## src/ddc_pkg.sv

```systemverilog
// Shared constants, codes and state type for the dual deque operation checker.
package ddc_pkg;

  localparam int unsigned DEPTH_DEF = 64;
  localparam int unsigned DATA_W    = 32;
  localparam int unsigned FUNC_W    = 4;
  localparam int unsigned STS_W     = 2;

  localparam logic [FUNC_W-1:0] FN_CLEAR  = 4'd0;
  localparam logic [FUNC_W-1:0] FN_LOAD   = 4'd1;
  localparam logic [FUNC_W-1:0] FN_SA     = 4'd2;
  localparam logic [FUNC_W-1:0] FN_SB     = 4'd3;
  localparam logic [FUNC_W-1:0] FN_SS     = 4'd4;
  localparam logic [FUNC_W-1:0] FN_PA     = 4'd5;
  localparam logic [FUNC_W-1:0] FN_PB     = 4'd6;
  localparam logic [FUNC_W-1:0] FN_RA     = 4'd7;
  localparam logic [FUNC_W-1:0] FN_RB     = 4'd8;
  localparam logic [FUNC_W-1:0] FN_RR     = 4'd9;
  localparam logic [FUNC_W-1:0] FN_RRA    = 4'd10;
  localparam logic [FUNC_W-1:0] FN_RRB    = 4'd11;
  localparam logic [FUNC_W-1:0] FN_RRR    = 4'd12;
  localparam logic [FUNC_W-1:0] FN_FINISH = 4'd13;

  localparam logic [STS_W-1:0] STS_ACC = 2'd0;
  localparam logic [STS_W-1:0] STS_ERR = 2'd1;
  localparam logic [STS_W-1:0] STS_OK  = 2'd2;
  localparam logic [STS_W-1:0] STS_KO  = 2'd3;

  typedef enum logic [2:0] {
    ST_IDLE,
    ST_SIMPLE,
    ST_RD0,
    ST_RD1,
    ST_WR0,
    ST_WR1,
    ST_FIN
  } seq_state_e;

endpackage

```

## src/ddc_seq.sv

```systemverilog
// Sequencer, ring pointers for both stacks, and the order compare over stack A.
module ddc_seq #(
  parameter int unsigned DEPTH = ddc_pkg::DEPTH_DEF
) (
  input  logic                                   clk_i,
  input  logic                                   rst_ni,
  input  logic                                   start_i,
  input  logic [ddc_pkg::FUNC_W-1:0]             func_i,
  input  logic signed [ddc_pkg::DATA_W-1:0]      value_i,
  output logic                                   busy_o,
  output logic                                   done_o,
  output logic [ddc_pkg::STS_W-1:0]              status_o,
  output logic [$clog2(DEPTH+1)-1:0]             a_count_o,
  output logic [$clog2(DEPTH+1)-1:0]             b_count_o,
  output logic [1:0]                             mem_we_o,
  output logic [1:0][$clog2(DEPTH)-1:0]          mem_waddr_o,
  output logic [1:0][ddc_pkg::DATA_W-1:0]        mem_wdata_o,
  output logic [1:0]                             mem_re_o,
  output logic [1:0][$clog2(DEPTH)-1:0]          mem_raddr_o,
  input  logic [1:0][ddc_pkg::DATA_W-1:0]        mem_rdata_i
);

  import ddc_pkg::*;

  localparam int unsigned AW = $clog2(DEPTH);
  localparam int unsigned CW = $clog2(DEPTH + 1);
  localparam logic [CW:0]   DEP_W  = (CW + 1)'(DEPTH);
  localparam logic [CW-1:0] DEP_C  = CW'(DEPTH);
  localparam logic [AW-1:0] LAST_A = AW'(DEPTH - 1);

  function automatic logic [AW-1:0] ring_add(input logic [AW-1:0] base,
                                             input logic [CW-1:0] off);
    logic [CW:0] sum;
    sum = (CW + 1)'(base) + (CW + 1)'(off);
    if (sum >= DEP_W) begin
      sum = sum - DEP_W;
    end
    return sum[AW-1:0];
  endfunction

  function automatic logic [AW-1:0] ring_inc(input logic [AW-1:0] base);
    return (base == LAST_A) ? '0 : base + AW'(1);
  endfunction

  function automatic logic [AW-1:0] ring_dec(input logic [AW-1:0] base);
    return (base == '0) ? LAST_A : base - AW'(1);
  endfunction

  seq_state_e state_q, state_d;

  logic [FUNC_W-1:0]        func_q;
  logic signed [DATA_W-1:0] value_q;
  logic [1:0][AW-1:0]       top_q;
  logic [1:0][CW-1:0]       fill_q;
  logic                     halted_q;
  logic                     done_q;
  logic [STS_W-1:0]         status_q;
  logic [1:0][DATA_W-1:0]   tmp_q;
  logic [AW-1:0]            ptr_q;
  logic [CW-1:0]            issued_q;
  logic                     rv_q;
  logic                     have_prev_q;
  logic                     ko_q;
  logic signed [DATA_W-1:0] prev_q;

  logic [1:0]          swp, rot, rrt, pin, pout, full;
  logic [1:0][AW-1:0]  a_p1, a_end, a_last, a_dec, a_inc;
  logic                fin_re, fin_end, cmp_gt;

  always_comb begin
    full[0] = (fill_q[0] == DEP_C);
    full[1] = (fill_q[1] == DEP_C);
    swp[0]  = (func_q == FN_SA || func_q == FN_SS) && (fill_q[0] > CW'(1));
    swp[1]  = (func_q == FN_SB || func_q == FN_SS) && (fill_q[1] > CW'(1));
    rot[0]  = (func_q == FN_RA || func_q == FN_RR) && (fill_q[0] != '0);
    rot[1]  = (func_q == FN_RB || func_q == FN_RR) && (fill_q[1] != '0);
    rrt[0]  = (func_q == FN_RRA || func_q == FN_RRR) && (fill_q[0] != '0);
    rrt[1]  = (func_q == FN_RRB || func_q == FN_RRR) && (fill_q[1] != '0);
    pin[0]  = (func_q == FN_PA) && (fill_q[1] != '0) && !full[0];
    pin[1]  = (func_q == FN_PB) && (fill_q[0] != '0) && !full[1];
    pout[0] = pin[1];
    pout[1] = pin[0];
    for (int s = 0; s < 2; s++) begin
      a_p1[s]   = ring_add(top_q[s], CW'(1));
      a_end[s]  = ring_add(top_q[s], fill_q[s]);
      a_last[s] = ring_add(top_q[s], fill_q[s] - CW'(1));
      a_dec[s]  = ring_dec(top_q[s]);
      a_inc[s]  = ring_inc(top_q[s]);
    end
  end

  assign fin_re  = (state_q == ST_FIN) && (issued_q != fill_q[0]);
  assign fin_end = (issued_q == fill_q[0]) && !rv_q;
  assign cmp_gt  = prev_q > $signed(mem_rdata_i[0]);

  always_comb begin
    state_d = state_q;
    case (state_q)
      ST_IDLE: begin
        if (start_i) begin
          if (!halted_q && func_i == FN_FINISH) begin
            state_d = ST_FIN;
          end else if (!halted_q && func_i >= FN_SA && func_i <= FN_RRR) begin
            state_d = ST_RD0;
          end else begin
            state_d = ST_SIMPLE;
          end
        end
      end
      ST_SIMPLE: state_d = ST_IDLE;
      ST_RD0:    state_d = ST_RD1;
      ST_RD1:    state_d = ST_WR0;
      ST_WR0:    state_d = ST_WR1;
      ST_WR1:    state_d = ST_IDLE;
      ST_FIN: begin
        if (fin_end) begin
          state_d = ST_IDLE;
        end
      end
      default:   state_d = ST_IDLE;
    endcase
  end

  always_comb begin
    mem_we_o    = '0;
    mem_waddr_o = top_q;
    mem_wdata_o = tmp_q;
    mem_re_o    = '0;
    mem_raddr_o = top_q;
    case (state_q)
      ST_SIMPLE: begin
        mem_we_o[0]    = (func_q == FN_LOAD) && !halted_q && !full[0];
        mem_waddr_o[0] = a_end[0];
        mem_wdata_o[0] = value_q;
      end
      ST_RD0: begin
        for (int s = 0; s < 2; s++) begin
          mem_re_o[s]    = swp[s] | rot[s] | rrt[s] | pout[s];
          mem_raddr_o[s] = rrt[s] ? a_last[s] : top_q[s];
        end
      end
      ST_RD1: begin
        mem_re_o    = swp;
        mem_raddr_o = a_p1;
      end
      ST_WR0: begin
        mem_we_o    = swp;
        mem_wdata_o = mem_rdata_i;
      end
      ST_WR1: begin
        for (int s = 0; s < 2; s++) begin
          mem_we_o[s]    = swp[s] | rot[s] | rrt[s] | pin[s];
          mem_waddr_o[s] = swp[s] ? a_p1[s] : (rot[s] ? a_end[s] : a_dec[s]);
          mem_wdata_o[s] = pin[s] ? tmp_q[1-s] : tmp_q[s];
        end
      end
      ST_FIN: begin
        mem_re_o[0]    = fin_re;
        mem_raddr_o[0] = ptr_q;
      end
      default: begin
        mem_we_o = '0;
      end
    endcase
  end

  always_ff @(posedge clk_i or negedge rst_ni) begin
    if (!rst_ni) begin
      state_q     <= ST_IDLE;
      top_q       <= '0;
      fill_q      <= '0;
      halted_q    <= 1'b0;
      done_q      <= 1'b0;
      status_q    <= STS_ACC;
      ptr_q       <= '0;
      issued_q    <= '0;
      rv_q        <= 1'b0;
      have_prev_q <= 1'b0;
      ko_q        <= 1'b0;
    end else begin
      state_q <= state_d;
      done_q  <= 1'b0;
      case (state_q)
        ST_IDLE: begin
          if (start_i) begin
            ptr_q       <= top_q[0];
            issued_q    <= '0;
            rv_q        <= 1'b0;
            have_prev_q <= 1'b0;
            ko_q        <= 1'b0;
          end
        end
        ST_SIMPLE: begin
          done_q <= 1'b1;
          if (func_q == FN_CLEAR) begin
            top_q    <= '0;
            fill_q   <= '0;
            halted_q <= 1'b0;
            status_q <= STS_ACC;
          end else if (halted_q) begin
            status_q <= STS_ERR;
          end else if (func_q == FN_LOAD && !full[0]) begin
            fill_q[0] <= fill_q[0] + CW'(1);
            status_q  <= STS_ACC;
          end else begin
            halted_q <= 1'b1;
            status_q <= STS_ERR;
          end
        end
        ST_WR1: begin
          done_q   <= 1'b1;
          status_q <= STS_ACC;
          for (int s = 0; s < 2; s++) begin
            if (rot[s] | pout[s]) begin
              top_q[s] <= a_inc[s];
            end else if (rrt[s] | pin[s]) begin
              top_q[s] <= a_dec[s];
            end
            if (pout[s]) begin
              fill_q[s] <= fill_q[s] - CW'(1);
            end else if (pin[s]) begin
              fill_q[s] <= fill_q[s] + CW'(1);
            end
          end
        end
        ST_FIN: begin
          if (fin_re) begin
            ptr_q    <= ring_inc(ptr_q);
            issued_q <= issued_q + CW'(1);
          end
          rv_q <= fin_re;
          if (rv_q) begin
            have_prev_q <= 1'b1;
            if (have_prev_q && cmp_gt) begin
              ko_q <= 1'b1;
            end
          end
          if (fin_end) begin
            done_q   <= 1'b1;
            status_q <= (ko_q || fill_q[1] != '0) ? STS_KO : STS_OK;
          end
        end
        default: begin
          done_q <= 1'b0;
        end
      endcase
    end
  end

  always_ff @(posedge clk_i) begin
    if (state_q == ST_IDLE && start_i) begin
      func_q  <= func_i;
      value_q <= value_i;
    end
    if (state_q == ST_RD1) begin
      tmp_q <= mem_rdata_i;
    end
    if (state_q == ST_FIN && rv_q) begin
      prev_q <= $signed(mem_rdata_i[0]);
    end
  end

  assign busy_o    = (state_q != ST_IDLE);
  assign done_o    = done_q;
  assign status_o  = status_q;
  assign a_count_o = fill_q[0];
  assign b_count_o = fill_q[1];

  a_done_idle: assert property (@(posedge clk_i) disable iff (!rst_ni)
    done_q |-> (state_q == ST_IDLE) && ($past(state_q) != ST_IDLE))
    else $error("result strobe outside the end of an item");

  a_start_busy: assert property (@(posedge clk_i) disable iff (!rst_ni)
    (start_i && !busy_o) |=> busy_o)
    else $error("accepted request did not start work");

  a_fill_src: assert property (@(posedge clk_i) disable iff (!rst_ni)
    !$stable(fill_q) |-> ($past(state_q) == ST_SIMPLE) || ($past(state_q) == ST_WR1))
    else $error("stack count changed outside an update step");

  a_halt_src: assert property (@(posedge clk_i) disable iff (!rst_ni)
    $rose(halted_q) |-> ($past(state_q) == ST_SIMPLE) && ($past(func_q) != FN_CLEAR))
    else $error("halt raised by an unexpected request");

endmodule

```

## config.mk

```make
export PLATFORM = sky130hd
export DESIGN_NAME = ddc_seq
export DESIGN_NICKNAME = d
export VERILOG_FILES = /design/src/ddc_pkg.sv /design/src/ddc_seq.sv
export SDC_FILE = /design/constraint.sdc
export NUM_CORES = 1
export LEC_CHECK = 0
export CAP_MARGIN = 20
export CORE_MARGIN = 1.5
export CORE_UTILIZATION = 60
export DETAILED_ROUTE_END_ITERATION = 8
export DONT_BUFFER_PORTS = 1
export GPL_TIMING_DRIVEN = 0
export PLACE_DENSITY = 0.76
export SYNTH_ARGS = -nofsm -noshare
export SYNTH_HDL_FRONTEND = slang
export SYNTH_SLANG_ARGS = --single-unit
export TNS_END_PERCENT = 100
```

## constraint.sdc

```tcl
create_clock -name clk_i -period 9.9 [get_ports clk_i]
set_input_delay 0.99 -clock clk_i [delete_from_list [all_inputs] [get_ports clk_i]]
set_output_delay 0.99 -clock clk_i [all_outputs]
set_load 0.01 [all_outputs]
```

==> out/metrics.yaml <==
worst_setup_path:
  cp_num_cells: 10
  crit_chain: "inv_1 -> ha_1 -> or4b_1 -> buf_4 -> o311ai_4 -> nor2_1 -> nor2_1 -> buf_2 -> nand2_1 -> nand2_1"
  worstPathArrival_ps: 3650
  critPathSlowestCell: "dfrtp_1"
  r2r_start: "b_count_o[0]"
  cp-startpoint: "b_count_o[1]"
  crit_path_end_kind: "output port"
  slowest_delay_ps: 510
  path_buf_inv: 3
  required_ps: 8910
  worstRegToRegCells: 10
  critPathTopFamily: "simple AND/OR/NAND/NOR gates"
  crit_type: "reg2out"
  cp-start-kind: "register"
  cp_max_fo: 10
sta:
  rsz0062_at_grt: "no"
  finalMaxSlewViolations: 0
  slew_headroom: 0.2134
  fmax_ghz: 0.2155
  hold_violations: 0
  timing.final.crit_period_ps: 4641
  setup_tns_ps: 0
  post-route-period-util: 0.4688
  worst_pin_slew_ps: 1172
  setup_slack_ps: 5259
  setup-violations-final: 0
  finClkSkew_ps: 14.79
synth:
  ys.warnings.count: 0
  synthesis.nets: 1363
  avgSynthCellArea_um2: 9.669
  syn_area_um2: 11510
  synth-async-reset-ratio: 0.2707
  synth_edf_count: 132
  synth_seq_cells: 181
  ys_seq_area_frac: 0.4511
  postSynthCellCount: 1190
  synth_ff_type: "edfxtp_1"
  synth_cell_types: 85
layout:
  design_area_um2: 12450
  fill_cells: 1478
  antennaDiodeCount: 0
  nNetsFinal: 1383
  area_growth_pct: 8.242
  seqCellArea_um2: 5190
  multi_input_area_um2: 5727
  drive_gt1_frac: 0.07195
clock_network:
  cts_buffers: 17
  htree_levels: 4
  cts_resized: 0
  tritoncts: "yes"
  cts_buffer_depth: 2
  cts_hold_buf: 0
  cts_root_buf: "clkbuf_16"
  clk_latency_ps: 450
  post-cts-setup-buffers: 0
  cts_sinks: 181
  clk_transition_reported_paths_ps: 80
place:
  io_buffers: 0
  dpl-instance-area_um2: 11830
  dp_slack_ps: 5801
  place_congestion: 0.9288
  place_hpwl_mm: 24.72
drt:
  ant_nets: 0
  dr.pass1.iters: 8
  vias: 9857
  wire_per_inst_um: 23.48
  vias_per_cell: 6.765
  drc: 0
  drtIter0Drc: 906
  wl_mm: 34.20
run:
  drv_cap: 0
power_and_ir_drop:
  powerDensity_nw_per_um2: 254.8
  leakage_uw: 0.005110
  ir_drop_mv: 0.1799
  total_power_uw: 3174
global_routing:
  grt_pass1_wl_mm: 52.59
  antenna_found_initial: 0
  overflow: 0
  grt_usage: 0.3441
  first_global_vias: 9567
  grt_max_degree: 70
floorplan:
  die_w_um: 141.5
  fp.dieH_um: 141.5
  num_io_pins: 213
  start_util: 0.6131
  core_um2: 18770
  row_count: 50
  die_area_um2: 20020
min_path:
  min_path_type: "in2async"
outcome:
  status: "complete, no violations"
registers in the layout, indices dropped and copies added (netlist names), 3 cells and up:
register,cells
a_count_o,7
b_count_o,7
func_q,4
issued_q,7
prev_q,32
ptr_q,6
state_q,3
tmp_q,64
top_q,12
value_q,32
kinds of logic (layout without fill, tap and decap cells):
| kind of cell | Yosys count | after routing | synth area share |
|---|---|---|---|
| and+or+nand+nor | 395 | 395 | 0.1613 |
| AOI/OAI and AO/OA | 343 | 343 | 0.2128 |
| DFF | 181 | 181 | 0.4511 |
| buffers and inverters | 144 | 177 | 0.05122 |
| adders and majority gates | 70 | 70 | 0.07873 |
| xor gates and xnor gates | 46 | 46 | 0.03502 |
| muxes | 11 | 11 | 0.009896 |
layer usage:
layer | up-vias | routed length (µm) | global-route usage
li1 | 4488 | - | -
met1 | 4756 | 13340 | 0.4275
met2 | 530 | 16400 | 0.5702
met3 | 83 | 3325 | 0.08775
met4 | 0 | 1142 | 0.1536
met5 | - | 0 | 0
per-stage QoR:
step	utilization	instances	hold slack [ps]
5_1_grt	0.6636	1457	216.7
3_5_place_dp	0.6303	1425	466.0
3_3_place_gp	0.6287	1424	459.7
6_report	0.6636	1457	228.2
4_1_cts	0.6636	1457	219.5
2_1_floorplan	-	1190	447.8
cell usage in the layout, fill, tap and decap left out, drive strengths merged, types with 7 or more instances in the layout:
cell / synthesis / layout
xnor2: 31 / 31
a31oi: 13 / 13
a222oi: 34 / 34
clkbuf: 47 / 64
nor2: 51 / 51
o21ai: 77 / 77
a22oi: 34 / 34
mux2i: 8 / 8
a21oi: 63 / 63
xor2: 15 / 15
o211ai: 9 / 9
or3: 7 / 7
dfrtp: 49 / 49
nand2b: 11 / 11
and3: 9 / 9
inv: 68 / 76
ha: 66 / 66
o31ai: 16 / 16
nand4: 11 / 11
o22ai: 13 / 13
a211oi: 9 / 9
nor2b: 11 / 11
nor3: 28 / 28
edfxtp: 132 / 132
nor3b: 12 / 12
a21o: 18 / 18
nand2: 197 / 197
buf: 29 / 30
nand3: 30 / 30
final cells by class:
class	instances	area share
well taps	234	0.02351
clock inverters	15	0.01607
flip-flops and latches	181	0.4167
plain buffers	76	0.02682
inverters	68	0.02070
multi-input cells	865	0.4598
repair buffers	1	0.002210
clock buffers	17	0.03416
worst paths after layout:
kind,endpoint,slack (ps)
max in group asynchronous,a_count_o[3],9550
hold reg to reg,have_prev_q,490
setup / recovery,mem_wdata_o[48],5260
hold / removal,top_q[0],230
setup reg to reg,a_count_o[4],6870
min in group clk_i,have_prev_q,490
power breakdown:
| part | internal [µW] | switching, µW | leakage (µW) |
|---|---|---|---|
| Combinational | 447 | 982 | 0.00294 |
| Clock | 368 | 343 | 0.000303 |
| Sequential | 942 | 92.3 | 0.00187 |
| Total | 1760 | 1420 | 0.00511 |
Yosys cell counts (7+ instances only):
master / instances / area, µm²
nor2_1: 51 / 191.4
nand3_1: 30 / 150.1
dfrtp_1: 49 / 1226
mux2i_1: 8 / 80.08
a22oi_1: 34 / 255.2
inv_1: 68 / 255.2
nand2b_1: 11 / 68.82
ha_1: 66 / 825.8
a31oi_1: 13 / 81.33
a21o_1: 18 / 135.1
a21oi_1: 63 / 315.3
xnor2_1: 31 / 271.5
and3_1: 9 / 56.30
clkbuf_1: 46 / 172.7
o211ai_1: 9 / 67.56
nand2_1: 196 / 735.7
edfxtp_1: 132 / 3964
nor3b_1: 12 / 90.09
nor3_1: 26 / 130.1
or3_1: 7 / 43.79
a222oi_1: 34 / 340.3
buf_2: 20 / 100.1
o31ai_1: 14 / 105.1
nand4_1: 11 / 68.82
a211oi_1: 9 / 67.56
o22ai_1: 12 / 75.07
xor2_1: 15 / 131.4
o21ai_0: 71 / 355.3
nor2b_1: 11 / 68.82
(Power assumes the default switching activity.)
